--- src/design/trti_pkg.sv ---
// Package for the timed ramp/triangle increment core.
// Holds register indexes, widths, the tick rate constant and the sequencer state type.
// No dependencies.
package trti_pkg;

	localparam int CFG_INDEX_W = 3;
	localparam int CFG_DATA_W  = 24;
	localparam int VAL_W       = 16;
	localparam int GAP_W       = 24;
	localparam int TEMP_W      = 12;
	localparam int CNT_W       = 4;

	localparam logic [7:0] CYCLE_MINUTES = 8'd2;
	localparam logic [TEMP_W-1:0] TEMP_LIMIT_RST = 12'd4095;

	localparam logic [CFG_INDEX_W-1:0] REG_ENABLE       = 3'd0;
	localparam logic [CFG_INDEX_W-1:0] REG_AMPLITUDE    = 3'd1;
	localparam logic [CFG_INDEX_W-1:0] REG_PROFILE_TYPE = 3'd2;
	localparam logic [CFG_INDEX_W-1:0] REG_DURATION     = 3'd3;
	localparam logic [CFG_INDEX_W-1:0] REG_PEAK_TIME    = 3'd4;
	localparam logic [CFG_INDEX_W-1:0] REG_MIN_GAP      = 3'd5;
	localparam logic [CFG_INDEX_W-1:0] REG_TEMP_INH_EN  = 3'd6;
	localparam logic [CFG_INDEX_W-1:0] REG_TEMP_LIMIT   = 3'd7;

	localparam logic [1:0] PROF_CONSTANT = 2'd0;
	localparam logic [1:0] PROF_RAMP     = 2'd1;
	localparam logic [1:0] PROF_TRIANGLE = 2'd2;
	localparam logic [1:0] PROF_UNUSED   = 2'd3;

	typedef enum logic [1:0] {
		ST_IDLE,
		ST_DIV,
		ST_MUL,
		ST_WRITE
	} state_t;

endpackage

--- src/design/timed_ramp_triangle_increment_core.sv ---
// Top level of the timed ramp/triangle increment core.
// Tick decision logic, bit-serial divider and multiplier, result register.
// Depends on trti_pkg.
//
//  channel   handshake              payload
//  --------  ---------------------  -----------------------------------------
//  cfg       cfg_write              cfg_index, cfg_data
//  in        in_valid / in_stall    start_request, event_gap, temperature
//  out       out_valid / out_stall  increment, active, elapsed, running
//
// A request that needs a ramp or triangle value passes from accept through the
// radix-2 restoring divider and the shift-add multiplier to the write step, which
// loads the result register; other requests go from accept straight to the write step.
// The next request can be taken in the cycle after the result loads.
// Reset clears all control state; temp_limit resets to 4095.
// A new request is taken while a result waits on out_stall; the sequencer
// holds in its write step until the result register is free.
module timed_ramp_triangle_increment_core (
	input  logic                                clk,
	input  logic                                arst_n,
	input  logic                                cfg_write,
	input  logic [trti_pkg::CFG_INDEX_W-1:0]    cfg_index,
	input  logic [trti_pkg::CFG_DATA_W-1:0]     cfg_data,
	input  logic                                in_valid,
	output logic                                in_stall,
	input  logic                                start_request,
	input  logic [trti_pkg::GAP_W-1:0]          event_gap,
	input  logic [trti_pkg::TEMP_W-1:0]         temperature,
	output logic                                out_valid,
	input  logic                                out_stall,
	output logic signed [trti_pkg::VAL_W-1:0]   increment,
	output logic                                active,
	output logic [trti_pkg::VAL_W-1:0]          elapsed,
	output logic                                running
);

	localparam int W = trti_pkg::VAL_W;

	logic                           enable_q;
	logic signed [W-1:0]            amplitude_q;
	logic [1:0]                     profile_type_q;
	logic [W-1:0]                   duration_q;
	logic [W-1:0]                   peak_time_q;
	logic [trti_pkg::GAP_W-1:0]     min_gap_q;
	logic                           temp_inh_en_q;
	logic [trti_pkg::TEMP_W-1:0]    temp_limit_q;

	logic                           armed_q;
	logic                           counting_q;
	logic [W-1:0]                   elapsed_q;
	logic [W-1:0]                   incr_q;

	trti_pkg::state_t               state_q, state_n;
	logic [trti_pkg::CNT_W-1:0]     cnt_q;
	logic [W-1:0]                   div_q;
	logic [W-1:0]                   dvd_q;
	logic [W-1:0]                   rem_q;
	logic [W-1:0]                   mult_q;
	logic [W-1:0]                   mcand_q;
	logic [W-1:0]                   acc_q;
	logic                           neg_q;
	logic                           sub_q;

	logic                           out_valid_q;
	logic [W-1:0]                   out_incr_q;
	logic                           out_active_q;
	logic [W-1:0]                   out_elapsed_q;
	logic                           out_running_q;

	logic                           accept;
	logic                           out_free;
	logic                           armed_n;
	logic                           counting_n;
	logic [W-1:0]                   elapsed_n;
	logic [W-1:0]                   incr_n;
	logic                           calc;
	logic [W-1:0]                   calc_div;
	logic [W-1:0]                   calc_t;
	logic                           calc_sub;
	logic [W-1:0]                   el0;
	logic [W-1:0]                   inc0;
	logic [W:0]                     el_sum;
	logic [W:0]                     trial;
	logic [W:0]                     diff;
	logic                           cnt_last;

	assign in_stall  = (state_q != trti_pkg::ST_IDLE);
	assign accept    = in_valid && !in_stall;
	assign out_free  = !out_valid_q || !out_stall;
	assign cnt_last  = (cnt_q == {trti_pkg::CNT_W{1'b1}});
	assign trial     = {rem_q, dvd_q[W-1]};
	assign diff      = trial - {1'b0, div_q};

	assign out_valid = out_valid_q;
	assign increment = out_incr_q;
	assign active    = out_active_q;
	assign elapsed   = out_elapsed_q;
	assign running   = out_running_q;

	// Configuration registers
	always_ff @(posedge clk or negedge arst_n) begin
		if (!arst_n) begin
			enable_q       <= 1'b0;
			amplitude_q    <= '0;
			profile_type_q <= trti_pkg::PROF_CONSTANT;
			duration_q     <= '0;
			peak_time_q    <= '0;
			min_gap_q      <= '0;
			temp_inh_en_q  <= 1'b0;
			temp_limit_q   <= trti_pkg::TEMP_LIMIT_RST;
		end else if (cfg_write) begin
			case (cfg_index)
				trti_pkg::REG_ENABLE:       enable_q       <= cfg_data[0];
				trti_pkg::REG_AMPLITUDE:    amplitude_q    <= cfg_data[W-1:0];
				trti_pkg::REG_PROFILE_TYPE: profile_type_q <= cfg_data[1:0];
				trti_pkg::REG_DURATION:     duration_q     <= cfg_data[W-1:0];
				trti_pkg::REG_PEAK_TIME:    peak_time_q    <= cfg_data[W-1:0];
				trti_pkg::REG_MIN_GAP:      min_gap_q      <= cfg_data;
				trti_pkg::REG_TEMP_INH_EN:  temp_inh_en_q  <= cfg_data[0];
				trti_pkg::REG_TEMP_LIMIT:   temp_limit_q   <= cfg_data[trti_pkg::TEMP_W-1:0];
				default: ;
			endcase
		end
	end

	// Tick decision for the accepted request
	always_comb begin
		el0        = counting_q ? elapsed_q : '0;
		inc0       = counting_q ? incr_q : amplitude_q;
		el_sum     = {1'b0, el0} + {{(W-7){1'b0}}, trti_pkg::CYCLE_MINUTES};
		armed_n    = armed_q | start_request;
		counting_n = counting_q;
		elapsed_n  = elapsed_q;
		incr_n     = incr_q;
		calc       = 1'b0;
		calc_div   = duration_q;
		calc_t     = el0;
		calc_sub   = 1'b1;
		if (enable_q) begin
			if (armed_n && (event_gap > min_gap_q)) begin
				if (el0 < duration_q) begin
					counting_n = 1'b1;
					elapsed_n  = el_sum[W] ? {W{1'b1}} : el_sum[W-1:0];
					incr_n     = inc0;
					case (profile_type_q)
						trti_pkg::PROF_RAMP: begin
							calc = 1'b1;
						end
						trti_pkg::PROF_TRIANGLE: begin
							if (el0 <= peak_time_q) begin
								if (peak_time_q == '0) begin
									incr_n = amplitude_q;
								end else begin
									calc     = 1'b1;
									calc_div = peak_time_q;
									calc_sub = 1'b0;
								end
							end else begin
								calc     = 1'b1;
								calc_div = duration_q - peak_time_q;
								calc_t   = el0 - peak_time_q;
							end
						end
						default: ;
					endcase
				end else begin
					armed_n    = 1'b0;
					counting_n = 1'b0;
					elapsed_n  = '0;
					incr_n     = '0;
				end
			end
		end else if (armed_n) begin
			armed_n    = 1'b0;
			counting_n = 1'b0;
			elapsed_n  = '0;
			incr_n     = '0;
		end
		if (temp_inh_en_q && (temperature > temp_limit_q)) begin
			armed_n    = 1'b0;
			counting_n = 1'b0;
			elapsed_n  = '0;
			incr_n     = '0;
			calc       = 1'b0;
		end
	end

	// Sequencer state register
	always_ff @(posedge clk or negedge arst_n) begin
		if (!arst_n) begin
			state_q <= trti_pkg::ST_IDLE;
		end else begin
			state_q <= state_n;
		end
	end

	always_comb begin
		state_n = state_q;
		case (state_q)
			trti_pkg::ST_IDLE: begin
				if (accept) begin
					state_n = calc ? trti_pkg::ST_DIV : trti_pkg::ST_WRITE;
				end
			end
			trti_pkg::ST_DIV: begin
				if (cnt_last) begin
					state_n = trti_pkg::ST_MUL;
				end
			end
			trti_pkg::ST_MUL: begin
				if (cnt_last) begin
					state_n = trti_pkg::ST_WRITE;
				end
			end
			trti_pkg::ST_WRITE: begin
				if (out_free) begin
					state_n = trti_pkg::ST_IDLE;
				end
			end
			default: state_n = trti_pkg::ST_IDLE;
		endcase
	end

	// Profile state and step counter
	always_ff @(posedge clk or negedge arst_n) begin
		if (!arst_n) begin
			armed_q    <= 1'b0;
			counting_q <= 1'b0;
			elapsed_q  <= '0;
			incr_q     <= '0;
			cnt_q      <= '0;
		end else begin
			if (accept) begin
				armed_q    <= armed_n;
				counting_q <= counting_n;
				elapsed_q  <= elapsed_n;
				incr_q     <= incr_n;
				cnt_q      <= '0;
			end else if (state_q == trti_pkg::ST_DIV || state_q == trti_pkg::ST_MUL) begin
				cnt_q <= cnt_q + 1'b1;
			end
			if (state_q == trti_pkg::ST_MUL && cnt_last) begin
				incr_q <= sub_q ? (amplitude_q - (acc_q + (mult_q[0] ? mcand_q : '0)))
				                : (acc_q + (mult_q[0] ? mcand_q : '0));
			end
		end
	end

	// Bit-serial divide of |amplitude| by the span, then shift-add multiply by time
	always_ff @(posedge clk) begin
		case (state_q)
			trti_pkg::ST_IDLE: begin
				if (accept) begin
					div_q  <= calc_div;
					dvd_q  <= amplitude_q[W-1] ? (-amplitude_q) : amplitude_q;
					rem_q  <= '0;
					mult_q <= calc_t;
					neg_q  <= amplitude_q[W-1];
					sub_q  <= calc_sub;
					acc_q  <= '0;
				end
			end
			trti_pkg::ST_DIV: begin
				if (!diff[W]) begin
					rem_q <= diff[W-1:0];
				end else begin
					rem_q <= trial[W-1:0];
				end
				dvd_q <= {dvd_q[W-2:0], !diff[W]};
				if (cnt_last) begin
					mcand_q <= neg_q ? (-{dvd_q[W-2:0], !diff[W]}) : {dvd_q[W-2:0], !diff[W]};
				end
			end
			trti_pkg::ST_MUL: begin
				if (mult_q[0]) begin
					acc_q <= acc_q + mcand_q;
				end
				mcand_q <= {mcand_q[W-2:0], 1'b0};
				mult_q  <= {1'b0, mult_q[W-1:1]};
			end
			default: ;
		endcase
	end

	// Result register
	always_ff @(posedge clk or negedge arst_n) begin
		if (!arst_n) begin
			out_valid_q <= 1'b0;
		end else if (state_q == trti_pkg::ST_WRITE && out_free) begin
			out_valid_q <= 1'b1;
		end else if (!out_stall) begin
			out_valid_q <= 1'b0;
		end
	end

	always_ff @(posedge clk) begin
		if (state_q == trti_pkg::ST_WRITE && out_free) begin
			out_incr_q    <= incr_q;
			out_active_q  <= armed_q;
			out_elapsed_q <= counting_q ? elapsed_q : '0;
			out_running_q <= counting_q;
		end
	end

endmodule
--- config.mk ---
export PLATFORM = sky130hd
export DESIGN_NAME = timed_ramp_triangle_increment_core
export DESIGN_NICKNAME = d
export VERILOG_FILES = /design/src/design/trti_pkg.sv /design/src/design/timed_ramp_triangle_increment_core.sv
export SDC_FILE = /design/constraint.sdc
export NUM_CORES = 1
export LEC_CHECK = 0
export BUFFER_PORTS_ARGS = -buffer_cell sky130_fd_sc_hd__buf_2
export CELL_PAD_IN_SITES_DETAIL_PLACEMENT = 0
export CELL_PAD_IN_SITES_GLOBAL_PLACEMENT = 1
export CORE_UTILIZATION = 54
export CTS_BUF_LIST = sky130_fd_sc_hd__clkbuf_8
export CTS_CLUSTER_SIZE = 8
export DETAILED_ROUTE_END_ITERATION = 6
export PLACE_DENSITY_LB_ADDON = 0.15
export SLEW_MARGIN = 10
export SYNTH_ARGS = -nofsm -noshare
export SYNTH_HDL_FRONTEND = slang
export SYNTH_SLANG_ARGS = --single-unit
--- constraint.sdc ---
create_clock -name clk -period 9.6 [get_ports clk]
set_clock_uncertainty 0.15 [all_clocks]
set_input_delay 1.92 -clock clk [delete_from_list [all_inputs] [get_ports clk]]
set_output_delay 1.92 -clock clk [all_outputs]
set_load 0.02 [all_outputs]
==> out/qor.csv, run 1 <==
metric,value,unit
crit path capture type,flip-flop,
"Top FF cell, synth",edfxtp_1,
"commonest non-fill, non-tap cell in the layout",nand2_1,
clk root buf,clkbuf_8,
Simple-Gate Fraction of Synth Area,14.7,%
Yosys top cell by area,edfxtp_1,
initial antenna violation count,1,
RD Place Congestion,0.913,
CP top delay family,simple AND/OR/NAND/NOR gates,
synthesized area per cell,9.68,um2
WS Path Type,in -> reg,
"EDFF count, synth",132,
Clock Sinks,261,
Synth Area in Adders,11.0,%
critical-path cell list,buf_2 -> ha_1 -> nand4_1 -> nor4_1 -> nand3_1 -> and2_1 -> a32oi_1 -> a211o_1 -> nand2b_1 -> nor3_1 -> mux2_2 -> a311o_1,
final slew viol count,0,
R2R Path End,div_q[15],
Rel. slew slack,27.2,%
H-tree depth,2,
Achievable Freq,182,MHz
floorplan row count,65,
post-route ant nets,0,
xor-xnor portion of the synthesized cell area,5.00,%
GRT Resource Usage Total,29.3,%
area of the multi-input gates,9440,um2
LEAKAGE,8.49,nW
final wirelength,47500,um
die area,33000,um2
port buffer count,104,
Peak VDD IR,0.189,mV
Synth-to-Final Area Change,10.5,%
hold path start,incr_q[12],
num ports,105,
post-synth cell types,95,
Tcrit/Tclk final,57.4,%
vias in the first global route,13300,
Core Region,31600,um2
fillcell total,2680,
total CTS buffers,47,
CTS tree,built,
First-pass DRT Iterations,7,
minimum clock period,5510,ps
Worst-Skew Late Latency,600,ps
die span in x,182,um
most frequent cells in the layout,"168 x nand2_1, 165 x inv_1, 152 x o21ai_0",
max incr delay on CP,770,ps
share of the yosys chip area belonging to registers,41.3,%
Synth Area in Compound Gates,17.3,%
mux share of post-synthesis cell area,5.93,%
first-pass GRT wire length,74500,um
final setup violation count,0,
Hold WC Path Type,reg -> reg,
grt ovf,0,
routed vias,14000,
Reg2Reg Depth,11,
RSZ-0062 raised after global routing,no,
Starting Density,55.1,%
CP max-delay cell,nand2b_1,
post-CTS setup buffer count,0,
Worst R2R Start,counting_q,
Sequential Area,7210,um2
DP Wirelength,35000,um
largest cells by area after synthesis,"edfxtp_1 23%, dfrtp_1 17%, ha_1 10%",
Yosys top cell area share,22.7,%
hold buffers post-CTS,0,
drt initial violations,1076,
Async SR Flop Fraction,49.4,%
CP startpoint kind,input port,
Post-Syn Nets,2017,
nets@finish,2119,
Post-Syn Instances,1801,
Crit path arrival time,5670,ps
via/cell ratio,5.96,
total power,6.48,mW
Antenna Cells,0,
PwrDens,336,nW/um2
Mapped Area,17400,um2
Worst Hold Slack,302,ps
Hold Crit Endpoint,increment[12],
WP data required,9770,ps
Worst-path clk slew,60,ps
run status,completed,
#FFs+latches synth,261,
cts repair resizes,0,
Sum Neg Setup Slack,0,ps
final hold vios,0,
largest family of logic cells by synthesized area,compound AO/OA/AOI/OAI gates,
Die Ht,182,um
crit path max fanout,25,
Max clock buf depth,3,
Crit path buffers/inverters,1,
maxcap violations,0,
layout cells sized above 1,15.7,%
Hold Path Stages,0,
number of remaining DRC errors,0,
reg2reg setup slack,4510,ps
largest net degree at the start of global routing,75,
number of synthesis warnings,0,
worst slew pin tran,1090,ps
drt wl/cell,20.3,um
## power by group
part,total (mW),switching (mW),internal (mW),leakage (nW)
Clock,1.03,0.483,0.546,0.537
Combinational,3.44,2.06,1.38,5.09
Sequential,2.01,0.316,1.70,2.86
Total,6.48,2.86,3.62,8.49
## how the worst max path moves through the flow
stage	from	endpoint	slack, ps	cells after the start
after global placement	temperature[7]	incr_q[14]	3620	13
after floorplan	out_stall	active	4530	1
after detailed placement	temperature[7]	incr_q[13]	3490	13
after global routing	event_gap[22]	mult_q[13]	3840	12
final	event_gap[22]	mult_q[13]	4090	12
after CTS	temperature[7]	incr_q[15]	3990	13
## metrics by stage
stage / setup WS [ps] / cells / util (%) / cell area, um2
6_report: 4090 / 2342 / 60.9 / 19300
5_1_grt: 3840 / 2342 / 60.9 / 19300
4_1_cts: 3990 / 2342 / 60.9 / 19300
3_5_place_dp: 3490 / 2256 / 58.0 / 18400
3_3_place_gp: 3620 / 2256 / 58.0 / 18400
2_1_floorplan: 4530 / 1801 / - / 17400
## worst reg2reg max path, delay by kind of cell, from the launching register on
kind | cells | cell delay (ps)
buf+inv | 1 | 350
compound gates | 7 | 2470
simple gates | 2 | 1080
fa+ha+maj | 1 | 340
flops | 1 | 380
## cells in the mapped netlist (all sizes together) (36+ instances only)
| master | number |
|---|---|
| nor2 | 112 |
| mux2 | 67 |
| a21o | 36 |
| nand2 | 168 |
| a21oi | 91 |
| dfrtp | 117 |
| and2 | 37 |
| inv | 145 |
| ha | 142 |
| edfxtp | 132 |
| o21ai | 161 |
| clkbuf | 51 |
| xnor2 | 63 |
## state kept, by name, summed over array words and instances, names as in the netlist, 2 cells and up
name and count:
amplitude_q 16, incr_q 16, mult_q 16, elapsed 16, div_q 16, elapsed_q 16, cnt_q 4, rem_q 16
dvd_q 16, profile_type_q 2, state_q 2, peak_time_q 16, min_gap_q 24, temp_limit_q 12, increment 16, mcand_q 16
duration_q 16, acc_q 16
## final cells by class
class	count	share of cell area, %
Timing Repair Buffer	120	3.36
Clock buffer	55	3.93
Tap cell	402	2.61
Multi-Input combinational cell	1325	49.0
Clock inverter	31	0.792
Sequential cell	261	37.4
Inverter	148	2.88
## routing by layer
layer	part of all wire [%]	GRT usage, %	wire [um]
met5	0.027	0	13
met4	2.9	9.15	1390
met3	7.6	6.22	3620
met2	42	43.7	20100
met1	47	42.5	22400
## logic make-up (layout without fill, tap and decap cells)
kind of cell	after synthesis	after routing
compound gates	462	462
xor+xnor	97	97
flops	261	261
mux	95	95
buf+inv	215	354
simple gates	520	520
fa+ha+maj	151	151
(Power assumes the default switching activity.)
==> run 2: changes to the inputs <==
- CORE_UTILIZATION: 54 -> 45
- clock period: 9.6 -> 4.9 ns (I/O delays scaled with it)
==> run 2 against run 1 <==
  * Core utilization fell by 9.1 points
  * Global-route usage is 3.3 points lower
  * Routed wire length is 5.7% higher
  * First-iteration DRC count decreased by 11%
  * Sequential share of layout area is 0.71 points lower
  * Combinational power increased by 99%
  * Sequential power is 98% higher
  * Worst setup slack got worse by 3700 ps
  * Die area increased by 20%
  * Total power up 100%
==> out/qor.csv, run 2 (synthesis results as in run 1) <==
metric,value,unit
run status,completed,
Worst Hold Slack,238,ps
minimum clock period,4460,ps
vias in the first global route,13700,
max incr delay on CP,410,ps
crit path capture type,flip-flop,
area of the multi-input gates,9440,um2
Crit path buffers/inverters,1,
WS Path Type,reg -> reg,
CTS tree,built,
port buffer count,104,
Synth-to-Final Area Change,12.6,%
critical-path cell list,buf_4 -> and2_1 -> ha_1 -> a21o_1 -> a21oi_1 -> xnor2_1 -> ha_1 -> o21ai_0 -> a21oi_1 -> o22ai_1 -> maj3_2 -> a311oi_2 -> nand2_1 -> o211ai_2 -> a211oi_1 -> or3_1 -> and2_0 -> a211o_1,
final slew viol count,0,
final wirelength,50200,um
Final WS setup,440,ps
H-tree depth,2,
post-route ant nets,0,
die span in x,199,um
Rel. slew slack,31.0,%
Die Ht,199,um
hold buffers post-CTS,0,
layout cells sized above 1,17.2,%
cts repair resizes,0,
nets@finish,2144,
maxcap violations,0,
initial antenna violation count,1,
Clock Sinks,261,
Tcrit/Tclk final,91.0,%
Antenna Cells,0,
Biggest register,min_gap_q,
RD Place Congestion,0.923,
Achievable Freq,224,MHz
PwrDens,660,nW/um2
total CTS buffers,49,
RSZ-0062 raised after global routing,no,
Worst-Skew Late Latency,630,ps
first-pass GRT wire length,78300,um
reg2reg setup slack,440,ps
Max clock buf depth,3,
Setup WS pre-CTS,480,ps
largest net degree at the start of global routing,75,
crit path max fanout,15,
CP max-delay cell,edfxtp_1,
First-pass DRT Iterations,7,
WP data required,5270,ps
Sequential Area,7210,um2
R2R Path End,incr_q[13],
Reg2Reg Depth,18,
Worst-path clk slew,70,ps
Core Region,37900,um2
Sum Neg Setup Slack,0,ps
drt initial violations,958,
DP Wirelength,37500,um
LEAKAGE,8.59,nW
final hold vios,0,
routed vias,14100,
"Core Util, Final",51.8,%
die area,39500,um2
fillcell total,3545,
Worst R2R Start,mult_q[0],
CP startpoint kind,flip-flop,
Starting Density,46.0,%
most frequent cells in the layout,"168 x nand2_1, 154 x inv_1, 152 x o21ai_0",
via/cell ratio,5.68,
final setup violation count,0,
GRT Resource Usage Total,26.0,%
num ports,105,
worst slew pin tran,1030,ps
max reg flops,24,
Hold WC Path Type,in -> async,
grt ovf,0,
Crit path arrival time,4830,ps
"commonest non-fill, non-tap cell in the layout",nand2_1,
post-CTS setup buffer count,0,
number of remaining DRC errors,0,
Peak VDD IR,0.271,mV
clk root buf,clkbuf_8,
floorplan row count,71,
CP top delay family,compound AO/OA/AOI/OAI gates,
drt wl/cell,20.2,um
[run 2: worst max-delay path by stage]
stage / to / depth (start not counted) / startpoint / slack (ps)
floorplan: active / 1 / out_stall / 770
global placement: mult_q[13] / 13 / event_gap[22] / 520
detailed placement: incr_q[13] / 18 / mult_q[0] / 480
CTS: incr_q[13] / 18 / mult_q[0] / 470
global route: incr_q[12] / 18 / mult_q[0] / 170
finish: incr_q[13] / 18 / mult_q[0] / 440
[run 2: through the flow]
step                power (mW)  area, um2  cells
floorplan                 8.85      17400   1801
global placement          10.7      18700   2388
detailed placement        10.7      18700   2388
CTS                       13.0      19600   2479
global route              14.0      19600   2479
finish                    13.0      19600   2479
[run 2: routing by layer]
metal	GRT usage, %	vias up	wire length, um
met2	38.9	395	21600
met5	0	-	13
met4	7.61	2	1050
met1	38.6	6801	24700
met3	3.81	80	2810
li1	-	6805	-
[run 2: cell type report]
class                   count  share of cell area, %
flip-flops and latches    261                   36.7
well taps                 511                   3.26
clock buffers              54                   3.79
inverters                 148                   2.83
multi-input cells        1325                   48.1
repair buffers            143                   4.17
clock inverters            37                   1.18
[run 2: power breakdown]
group / switching, mW / internal, mW
Combinational: 4.05 / 2.78
Clock: 1.02 / 1.13
Sequential: 0.649 / 3.32
Total: 5.72 / 7.24
==> run 3: changes to the inputs <==
- CORE_UTILIZATION: 45 -> 50
- GPL_TIMING_DRIVEN: default -> 0
- clock period: 4.9 -> 4.7 ns (I/O delays scaled with it)
==> run 3 against run 2 <==
  * Clock power is 2% higher
  * Flip-flop and latch count stayed put
  * Sequential power is 2% higher
  * Worst setup slack worse by 300 ps
  * Final area is 0.48% higher
  * Register-to-register slack worse by 300 ps
  * Non-clock buffer count is 36 higher
  * Critical endpoint unchanged
==> out/qor.csv, run 3 (synthesis results as in run 1) <==
metric,value,unit
drt wl/cell,20.2,um
crit path from,mult_q[0],
Max clock buf depth,3,
Synth-to-Final Area Change,13.1,%
minimum clock period,4560,ps
WP data required,5050,ps
Worst R2R Start,mult_q[0],
PwrDens,697,nW/um2
CP max-delay cell,edfxtp_1,
crit path max fanout,4,
Crit path arrival time,4910,ps
First-pass DRT Iterations,7,
CP startpoint kind,flip-flop,
layout cells sized above 1,16.6,%
Tcrit/Tclk final,97.0,%
final slew viol count,0,
num ports,105,
largest net degree at the start of global routing,76,
WS Path Type,reg -> reg,
Worst-Skew Late Latency,610,ps
clk root buf,clkbuf_8,
Peak VDD IR,0.339,mV
Achievable Freq,219,MHz
LEAKAGE,8.62,nW
total CTS buffers,48,
maxcap violations,0,
nets@finish,2179,
Die Ht,189,um
final setup violation count,0,
path length in cells of the critical path,17,
die span in x,189,um
most frequent cells in the layout,"168 x nand2_1, 157 x inv_1, 151 x o21ai_0",
crit path capture type,flip-flop,
RD Place Congestion,0.899,
max incr delay on CP,500,ps
first-pass GRT wire length,76700,um
floorplan row count,68,
initial antenna violation count,0,
worst slew pin tran,1040,ps
Rel. slew slack,30.5,%
H-tree depth,2,
CTS tree,built,
run status,completed,
final wirelength,49500,um
number of remaining DRC errors,0,
critical-path cell list,and2_1 -> ha_1 -> fa_2 -> a21oi_2 -> o21bai_1 -> xnor2_2 -> ha_2 -> or2_2 -> o22ai_2 -> maj3_2 -> a311oi_2 -> nand2_1 -> o211ai_2 -> a211oi_1 -> or3_1 -> and2_0 -> a211o_1,
Core Region,34500,um2
final hold vios,0,
Reg2Reg Depth,17,
die area,35600,um2
drt initial violations,1104,
Worst Hold Slack,140,ps
hold buffers post-CTS,0,
total power,13.7,mW
routed vias,14300,
port buffer count,102,
Hold WC Path Type,in -> async,
vias in the first global route,13600,
Crit path buffers/inverters,0,
Starting Density,50.6,%
GRT Resource Usage Total,28.0,%
"commonest non-fill, non-tap cell in the layout",nand2_1,
via/cell ratio,5.83,
Antenna Cells,0,
Biggest register,min_gap_q,
max reg flops,24,
R2R Path End,incr_q[13],
Worst-path clk slew,60,ps
CP top delay family,adder cells,
grt ovf,0,
DP Wirelength,38000,um
Clock Sinks,261,
reg2reg setup slack,140,ps
post-route ant nets,0,
Critical Path Sink,incr_q[13],
[run 3: changes by cell type in the layout (fill, tap and decap cells not counted), moves of 4 or more]
cell	before	now
clkbuf_1	0	48
buf_4	39	8
buf_2	103	112
clkinvlp_4	5	0
a21oi_1	90	86
a21oi_2	1	5
[run 3: area by class of cell]
class / count / area [um2]
buffer: 67 / 289
fill: 3083 / 14700
timing repair buffer: 112 / 644
clock buffer: 53 / 729
clock inverter: 32 / 209
sequential: 261 / 7210
inverter: 148 / 558
tap: 455 / 569
multi-input combinational: 1325 / 9520
[run 3: stage by stage]
stage               util [%]  area (um2)  TNS, ps  std cells  worst slack, ps
floorplan                  -       17400        0       1801              613
global placement        53.7       18500  -120540       2358            -1290
detailed placement      54.1       18600   -37560       2361            -1020
CTS                     57.0       19600        0       2450             33.3
global route            57.3       19700    -24.9       2453            -24.9
finish                  57.3       19700        0       2453              140
[run 3: timing repair]
action,CTS,global route
pin swaps,2,5
endpoints found under the setup margin,68,49
resized for setup,9,23
gates cloned,0,0
setup buffers,4,3
[run 3: how the worst min path moves through the flow]
stage | start | to | cells after the start
5_1_grt | arst_n | cnt_q[3] | 1
3_3_place_gp | incr_q[2] | increment[2] | 0
2_1_floorplan | amplitude_q[15] | neg_q | 0
6_report | arst_n | cnt_q[3] | 1
3_5_place_dp | incr_q[13] | increment[13] | 0
4_1_cts | arst_n | cnt_q[3] | 1
[run 3: power breakdown]
group	total (mW)	internal, mW	switching, mW	leakage, nW
Clock	2.19	1.20	0.999	0.537
Combinational	7.51	3.04	4.47	5.22
Sequential	4.05	3.47	0.578	2.86
[run 3: worst reg2reg max path, stage by stage, from the launching register on]
cell and delay (ps):
edfxtp_1 500, and2_1 190, ha_1 230, fa_2 400
a21oi_2 180, o21bai_1 110, xnor2_2 300, ha_2 290
or2_2 120, o22ai_2 70, maj3_2 340, a311oi_2 320
nand2_1 140, o211ai_2 230, a211oi_1 90, or3_1 390
and2_0 160, a211o_1 250
[run 3: per-layer routing]
metal	global-route usage (%)	up-vias	routed length, um
li1	-	6861	-
met1	40.7	6899	23500
met2	42.4	463	21600
met3	4.17	74	3050
met4	9.96	0	1420
met5	0	-	0
